File: config.mk
export PLATFORM = sky130hd
export DESIGN_NAME = cir_divider
export DESIGN_NICKNAME = d
export VERILOG_FILES = /design/src/hw/rtl/cir_pkg.sv /design/src/hw/rtl/cir_divider.sv
export SDC_FILE = /design/constraint.sdc
export NUM_CORES = 1
export LEC_CHECK = 0
export BUFFER_PORTS_ARGS = -buffer_cell sky130_fd_sc_hd__buf_2
export CORE_UTILIZATION = 55
export DETAILED_ROUTE_END_ITERATION = 8
export PLACE_DENSITY = 0.77
export REMOVE_ABC_BUFFERS = 1
export SETUP_SLACK_MARGIN = 0.15
export SYNTH_ARGS = -nofsm -noshare
export SYNTH_HDL_FRONTEND = slang
export SYNTH_SLANG_ARGS = --single-unit
File: constraint.sdc
create_clock -name aclk -period 5.15 [get_ports aclk]
set_clock_uncertainty 0.15 [all_clocks]
set_input_delay 0.515 -clock aclk [delete_from_list [all_inputs] [get_ports aclk]]
set_output_delay 0.515 -clock aclk [all_outputs]
set_load 0.01 [all_outputs]
File: src/hw/rtl/cir_pkg.sv
// Shared types and constants for the contact impulse resolver.
package cir_pkg;

    localparam int MaxContactsDef = 16;
    localparam int FracBitsDef    = 16;
    localparam int ValW           = 32;
    localparam int ResW           = 17;
    localparam int CntW           = 5;

    localparam logic [1:0] ModeLoad0   = 2'd0;
    localparam logic [1:0] ModeLoad1   = 2'd1;
    localparam logic [1:0] ModeContact = 2'd2;

    typedef struct packed {
        logic [1:0]             mode;
        logic signed [ValW-1:0] vec_x;
        logic signed [ValW-1:0] vec_y;
        logic signed [ValW-1:0] vec_z;
        logic [ValW-1:0]        mass_value;
        logic [ResW-1:0]        restitution;
        logic [CntW-1:0]        contact_count;
    } in_beat_t;

    typedef struct packed {
        logic                   which_body;
        logic signed [ValW-1:0] new_vel_x;
        logic signed [ValW-1:0] new_vel_y;
        logic signed [ValW-1:0] new_vel_z;
        logic                   impulse_applied;
        logic                   last_result;
    } out_beat_t;

    // Request and response of the shared divider.
    typedef struct packed {
        logic        start;
        logic        is_sqrt;
        logic [63:0] num;
        logic [63:0] den;
    } div_req_t;

    typedef struct packed {
        logic        done;
        logic [63:0] quo;
    } div_rsp_t;

endpackage

File: src/hw/rtl/cir_divider.sv
// Shared radix-2 restoring divider and integer square root, one bit per cycle.
module cir_divider (
    input  logic              aclk,
    input  logic              aresetn,
    input  cir_pkg::div_req_t req,
    output cir_pkg::div_rsp_t rsp
);

    logic [63:0] rem_reg, rem_next;
    logic [63:0] quo_reg, quo_next;
    logic [63:0] num_reg, num_next;
    logic [63:0] den_reg, den_next;
    logic [6:0]  cnt_reg, cnt_next;
    logic        sqrt_reg, sqrt_next;
    logic        busy_reg, busy_next;
    logic        done_reg, done_next;

    logic [65:0] trial;
    logic [65:0] rem_sh;

    always_comb begin
        rem_next  = rem_reg;
        quo_next  = quo_reg;
        num_next  = num_reg;
        den_next  = den_reg;
        cnt_next  = cnt_reg;
        sqrt_next = sqrt_reg;
        busy_next = busy_reg;
        done_next = 1'b0;
        rem_sh    = '0;
        trial     = '0;
        if (req.start) begin
            rem_next  = '0;
            quo_next  = '0;
            num_next  = req.num;
            den_next  = req.den;
            sqrt_next = req.is_sqrt;
            cnt_next  = req.is_sqrt ? 7'd32 : 7'd64;
            busy_next = 1'b1;
        end else if (busy_reg) begin
            if (sqrt_reg) begin
                // Two radicand bits per step; trial subtrahend is 4q+1.
                rem_sh   = {rem_reg, num_reg[63:62]};
                trial    = rem_sh - {quo_reg, 2'b01};
                num_next = {num_reg[61:0], 2'b00};
                if (!trial[65]) begin
                    rem_next = trial[63:0];
                    quo_next = {quo_reg[62:0], 1'b1};
                end else begin
                    rem_next = rem_sh[63:0];
                    quo_next = {quo_reg[62:0], 1'b0};
                end
            end else begin
                rem_sh   = {1'b0, rem_reg, num_reg[63]};
                trial    = rem_sh - {2'b00, den_reg};
                num_next = {num_reg[62:0], 1'b0};
                if (!trial[65]) begin
                    rem_next = trial[63:0];
                    quo_next = {quo_reg[62:0], 1'b1};
                end else begin
                    rem_next = rem_sh[63:0];
                    quo_next = {quo_reg[62:0], 1'b0};
                end
            end
            cnt_next = cnt_reg - 7'd1;
            if (cnt_reg == 7'd1) begin
                busy_next = 1'b0;
                done_next = 1'b1;
            end
        end
    end

    always_ff @(posedge aclk) begin
        if (!aresetn) begin
            busy_reg <= 1'b0;
            done_reg <= 1'b0;
            cnt_reg  <= '0;
        end else begin
            busy_reg <= busy_next;
            done_reg <= done_next;
            cnt_reg  <= cnt_next;
        end
        rem_reg  <= rem_next;
        quo_reg  <= quo_next;
        num_reg  <= num_next;
        den_reg  <= den_next;
        sqrt_reg <= sqrt_next;
    end

    assign rsp.done = done_reg;
    assign rsp.quo  = quo_reg;

endmodule

==> flow_summary.toml, run 1 <==
[finish]
drive_gt1_share_pct = 11.8
stdcell_area_um2 = 22500
final_nets = 2801
fillCellCount = 3022
area_growth_pct = 14.7

[pwr]
comb_power_share_pct = 50.7
power.internal_uw = 5570
leakage_uw = 0.00998
swShare_pct = 42.6
power.density_nw_per_um2 = 430
switchingPower_uw = 4130
p_clk_share_pct = 21.8
power_frac_seq_pct = 27.4
vdd_drop_max_uv = 315

[setup_path]
crit_type = "flip-flop to flip-flop"
path_max_fanout = 26
cp.arrival_ns = 4.94
reg2reg_from = "quo_reg[14]"
worstPathRequired_ns = 5.44
cp-start-kind = "flip-flop"
r2r_end = "rem_reg[26]"
r2r_slack_ns = 0.49
reg2reg_depth = 14
crit_path_end_kind = "flip-flop"

[job]
maxCapViolations = 0

[timing]
finalMaxSlewViolations = 0
rsz0062_at_grt = "no"
relSlewSlack_pct = 30.0
timing.setup.tns_ns = 0
finalCriticalPeriod_ns = 4.66
hold_viol = 0
max_freq_mhz = 215
finalSetupViolCount = 0
fin_ws_ns = 0.494
tightest_slew_ns = 1.04
min_period_over_period_pct = 90.4

[place]
place_congestion = 0.994
place_ws_ns = 0.706
port_buffers = 196
dpl.hpwl_um = 42600
dpl_cell_area_um2 = 20900

[route]
drtIter0Drc = 1454
wirelength_um = 58600
drc = 0
num_vias = 18400
viasPerCell = 6.10
firstDrtPassIters = 5
wl_per_cell_um = 19.4
ant_nets = 0

[die]
core_area_um2 = 34900
die_y_um = 191
row_count = 68
die_area_um2 = 36500
die_x_um = 191
io_pins = 197
initial_core_util_pct = 56.3

[grt]
antenna_found_initial = 2
grt_pass1_wl_um = 91000
grt_pass1_vias = 17300
gr-usage-met1_pct = 42.5
grtUsageMet2_pct = 51.3
grt_use_met3_pct = 4.66
grt_max_degree = 128
overflow = 0
top_usage_layer = "met2"
grt_use_total_pct = 31.4

[logic_synthesis]
ys_types = 80
synth_area_leaders = "edfxtp_1 (20%), dfxtp_1 (14%), ha_1 (8.3%)"
syn_area_per_cell_um2 = 8.36
synth_top_area_share_pct = 19.7
ys_ff_latch = 266
synth_most_common_cell = "nand2_1"
synthArstFlopShare_pct = 0
synth-edff-count = 129
ys_seq_area_share_pct = 33.7
ys.flop_type = "dfxtp_1"
synth_warnings = 0
synth_commonest_cells = "nand2_1 (298), a21oi_1 (180), inv_1 (174), nor2_1 (174), o21ai_0 (171)"
synth_top_area_cell = "edfxtp_1"
synth_area_um2 = 19600
synthCells = 2349

[clock_network]
post_cts_buffers = 0
cts_buffers = 30
root_buffer = "clkbuf_16"
htree_levels = 1
clk_path_buf_depth = 3
hold_buffers = 65
tritoncts = "built"
path_clk_slew_ns = 0.06
cts_resized = 0
cts_sinks = 266
clk_latency_ns = 0.58

[hold_path]
hp-class = "input pin to flip-flop"
hp-start = "aresetn"
min_to = "cnt_reg[5]"
hold_path_depth = 2

[outcome]
run_status = "complete, no violations"
-- metal layers --
layer  routed length (um)  up-vias  part of all wire [%]
li1                     -     8923                     -
met3                 4570      106                   7.8
met4                 1610        4                   2.7
met2                26600      759                    45
met5                   20        -                 0.034
met1                25800     8600                    44
-- area by class of cell --
cell class	count	area (um^2)	share of cell area, %
multi-input cells	1781	11900	52.7
flip-flops and latches	266	6620	29.4
diodes	1	2.50	0.0111
clock inverters	18	178	0.788
clock buffers	36	783	3.47
repair buffers	285	1860	8.24
well taps	455	569	2.52
inverters	174	653	2.90
-- critical path, stage by stage (launching register included) --
cell	delay, ns
dfxtp_1	0.38
inv_1	0.06
ha_1	0.37
a21oi_1	0.52
o21ai_0	0.52
nand2b_1	0.19
o311ai_0	0.21
o211a_1	0.33
nor4_2	0.37
nor2_4	0.13
xor2_4	0.45
buf_4	0.36
nor2_1	0.10
a211oi_1	0.23
o32ai_1	0.13
-- cell families (layout without fill, tap and decap cells) --
group,count (synthesis),count (layout),synth area share (%)
adder cells (fa/ha/maj),131,131,8.38
other,0,1,0
buffers and inverters,302,513,6.00
multiplexers,142,142,7.28
AO/OA/AOI/OAI,720,720,24.1
AND/OR/NAND/NOR,665,665,14.9
flip-flops,266,266,33.7
XOR/XNOR,123,123,5.62
-- stage by stage --
step | instances | power (uW) | hold WS (ns) | util, %
floorplan | 2221 | 6070 | 0.319 | -
global placement | 2896 | 7370 | 0.335 | 60.0
detailed placement | 2896 | 7410 | 0.345 | 60.0
CTS | 3015 | 9590 | 0.0160 | 64.6
global route | 3015 | 10200 | 0.0382 | 64.6
finish | 3016 | 9700 | 0.0358 | 64.6
-- worst max-delay path by stage --
| stage | cells after the start | to | from |
|---|---|---|---|
| floorplan | 2 | num_reg[0] | busy_reg |
| global placement | 12 | rem_reg[26] | rem_reg[20] |
| detailed placement | 12 | rem_reg[26] | rem_reg[20] |
| CTS | 12 | rem_reg[26] | rem_reg[20] |
| global route | 14 | rem_reg[21] | quo_reg[14] |
| finish | 14 | rem_reg[26] | quo_reg[14] |
-- power groups by stage --
stage / sequential, uW / combinational [uW] / clock [uW]
after floorplan: 2620 / 3440 / 0
final: 2660 / 4920 / 2120
after global placement: 2690 / 4690 / 0
after detailed placement: 2690 / 4720 / 0
after CTS: 2650 / 4800 / 2140
after global routing: 2680 / 5330 / 2230
-- layout by cell type (no fill, tap or decap), types with 7 or more instances in the layout --
cell type / count
edfxtp_1: 129
mux2i_1: 134
o211ai_1: 61
o21a_1: 14
a32o_1: 26
a221o_1: 7
o2111a_1: 9
nor2b_1: 7
buf_2: 195
a21o_1: 70
and2_1: 9
o21ai_0: 171
clkinv_1: 7
buf_4: 21
nand4_1: 41
dlygate4sd3_1: 65
or3_1: 10
o21bai_1: 33
nor4_1: 7
a31oi_1: 24
xnor2_1: 69
mux2_2: 7
nor3_1: 34
nand2_1: 298
and3_1: 17
xor2_1: 52
ha_1: 130
a21oi_1: 180
clkbuf_16: 30
a31o_2: 9
o32ai_1: 8
nor2_1: 171
a21boi_0: 10
o31ai_1: 8
inv_1: 173
dfxtp_1: 136
nand2b_1: 14
a211oi_1: 29
nand3_1: 31
(Power assumes the default switching activity.)
==> run 2, diff against run 1 <==
--- a/config.mk
+++ b/config.mk
@@ -6,5 +6,5 @@
 export NUM_CORES = 1
 export LEC_CHECK = 0
-export BUFFER_PORTS_ARGS = -buffer_cell sky130_fd_sc_hd__buf_2
+export BUFFER_PORTS_ARGS = -buffer_cell sky130_fd_sc_hd__buf_4
 export CORE_UTILIZATION = 55
 export DETAILED_ROUTE_END_ITERATION = 8
==> constraint.sdc (replaced) <==
create_clock -name aclk -period 5.15 [get_ports aclk]
set_clock_uncertainty 0.15 [all_clocks]
set_input_delay 0.2575 -clock aclk [delete_from_list [all_inputs] [get_ports aclk]]
set_output_delay 0.2575 -clock aclk [all_outputs]
set_load 0.01 [all_outputs]
==> run 2 against run 1 <==
Net effect: maximum frequency decreased by 3.7%; worst hold slack improved by 0.13 ns; count of clock-buffer cells in the layout increased by 15; power increased by 1.1%; clock power increased by 2%; via count increased by 2.6%; sequential share of layout area decreased by 1.4 points; sequential power about the same; global-route usage increased by 1.9 points; largest power group unchanged.
==> flow_summary.toml, run 2 (synthesis results as in run 1) <==
[outcome]
run_status = "complete, no violations"

[route]
drtIter0Drc = 1631
ant_nets = 0
num_vias = 18900
wirelength_um = 61400
drc = 0
wl_per_cell_um = 19.9
firstDrtPassIters = 6
viasPerCell = 6.12

[timing]
fin_ws_ns = 0.316
finalMaxSlewViolations = 0
relSlewSlack_pct = 27.6
finalSetupViolCount = 0
max_freq_mhz = 207
rsz0062_at_grt = "no"
hold_viol = 0
tightest_slew_ns = 1.07
finalCriticalPeriod_ns = 4.83
min_period_over_period_pct = 93.9
fin_hold_ws_ns = 0.171

[clock_network]
path_clk_slew_ns = 0.06
clk_path_buf_depth = 3
tritoncts = "built"
clk_latency_ns = 0.59
cts_sinks = 266
cts_buffers = 31
htree_levels = 1
root_buffer = "clkbuf_16"

[die]
die_area_um2 = 36500
die_y_um = 191
core_area_um2 = 34900
die_x_um = 191
io_pins = 197
row_count = 68
initial_core_util_pct = 56.3

[setup_path]
crit_path_end_kind = "flip-flop"
cp-start-kind = "flip-flop"
cpLargestDelayFamily = "compound AO/OA/AOI/OAI gates"
cp.arrival_ns = 5.16
path_max_fanout = 32
worstPathRequired_ns = 5.47
path_buf_inv = 1
crit_slowest_cell = "a211oi_1"
worstPathCellList = "ha_1, nand4_1, or3_1, a211oi_1, o211a_1, nor4_2, nor2_4, xor2_4, buf_4, o311ai_0, a32o_1"
cpPeakStageDelay_ns = 0.63
crit_type = "flip-flop to flip-flop"

[grt]
overflow = 0
grt_max_degree = 119
grt_pass1_wl_um = 96800
grt_pass1_vias = 18200
grt_use_total_pct = 33.3
antenna_found_initial = 1

[place]
place_congestion = 0.957
port_buffers = 196
dpl.hpwl_um = 42800
place_inst = 2893
place_ws_ns = 0.568

[finish]
final_common_cell = "nand2_1"
seqCellArea_um2 = 6620
drive_gt1_share_pct = 11.5
area_growth_pct = 20.5
multi_input_area_um2 = 11900
final_nets = 2864
final_cell_mix = "nand2_1 (298), buf_4 (215), a21oi_1 (180)"
fin_cells = 3082
fillCellCount = 2785

[job]
maxCapViolations = 0

[pwr]
leakage_uw = 0.0103
power.density_nw_per_um2 = 414
vdd_drop_max_uv = 385
finalPower_uw = 9810

[hold_path]
hp-class = "input pin to flip-flop"
==> run 2: cell count changes in the layout (fill, tap and decap cells not counted), moves of 7 or more <==
cell / change
buf_2: -195
buf_4: +194
dlygate4sd3_1: +65
clkbuf_1: +7
clkinv_1: -7
==> run 2: per-layer routing <==
| metal | track usage, % | wire length (um) | vias up |
|---|---|---|---|
| li1 | - | - | 9043 |
| met1 | 45.5 | 27000 | 8876 |
| met2 | 53.2 | 27400 | 819 |
| met3 | 5.51 | 4890 | 131 |
| met4 | 10.7 | 2060 | 0 |
| met5 | 0 | 0 | - |
==> run 2: where the power goes <==
| group | switching [uW] | total, uW | internal [uW] |
|---|---|---|---|
| Combinational | 3030 | 4970 | 1940 |
| Sequential | 232 | 2660 | 2430 |
| Clock | 937 | 2170 | 1230 |
==> run 2: timing repair <==
action	in CTS	in global routing
gates resized for setup	0	0
hold endpoints to repair	138	0
buffers inserted	0	0
hold buffers	130	0
==> run 2: final timing paths <==
path                     from     endpoint  slack [ns]  depth (start not counted)
setup / recovery  rem_reg[20]   rem_reg[8]        0.32                         11
hold / removal       req[129]   quo_reg[1]        0.17                          2
setup reg to reg  rem_reg[20]   rem_reg[8]        0.32                         11
hold reg to reg   quo_reg[48]  quo_reg[48]        0.39                          2
==> run 2: cell type report <==
type	instances	area share (%)
multi-input combinational	1781	50.2
antenna	1	0.0106
sequential	266	28.0
timing repair buffer	347	12.5
tap	455	2.41
inverter	174	2.76
clock inverter	7	0.285
clock buffer	51	3.90
==> run 2: stage by stage <==
stage                     util, %  TNS, ns  area [um^2]
final                        67.8        0        23700
after global routing         67.8        0        23700
after CTS                    67.8        0        23700
after detailed placement     61.3        0        21400
after global placement       61.3        0        21400
after floorplan                 -   -93.34        19100
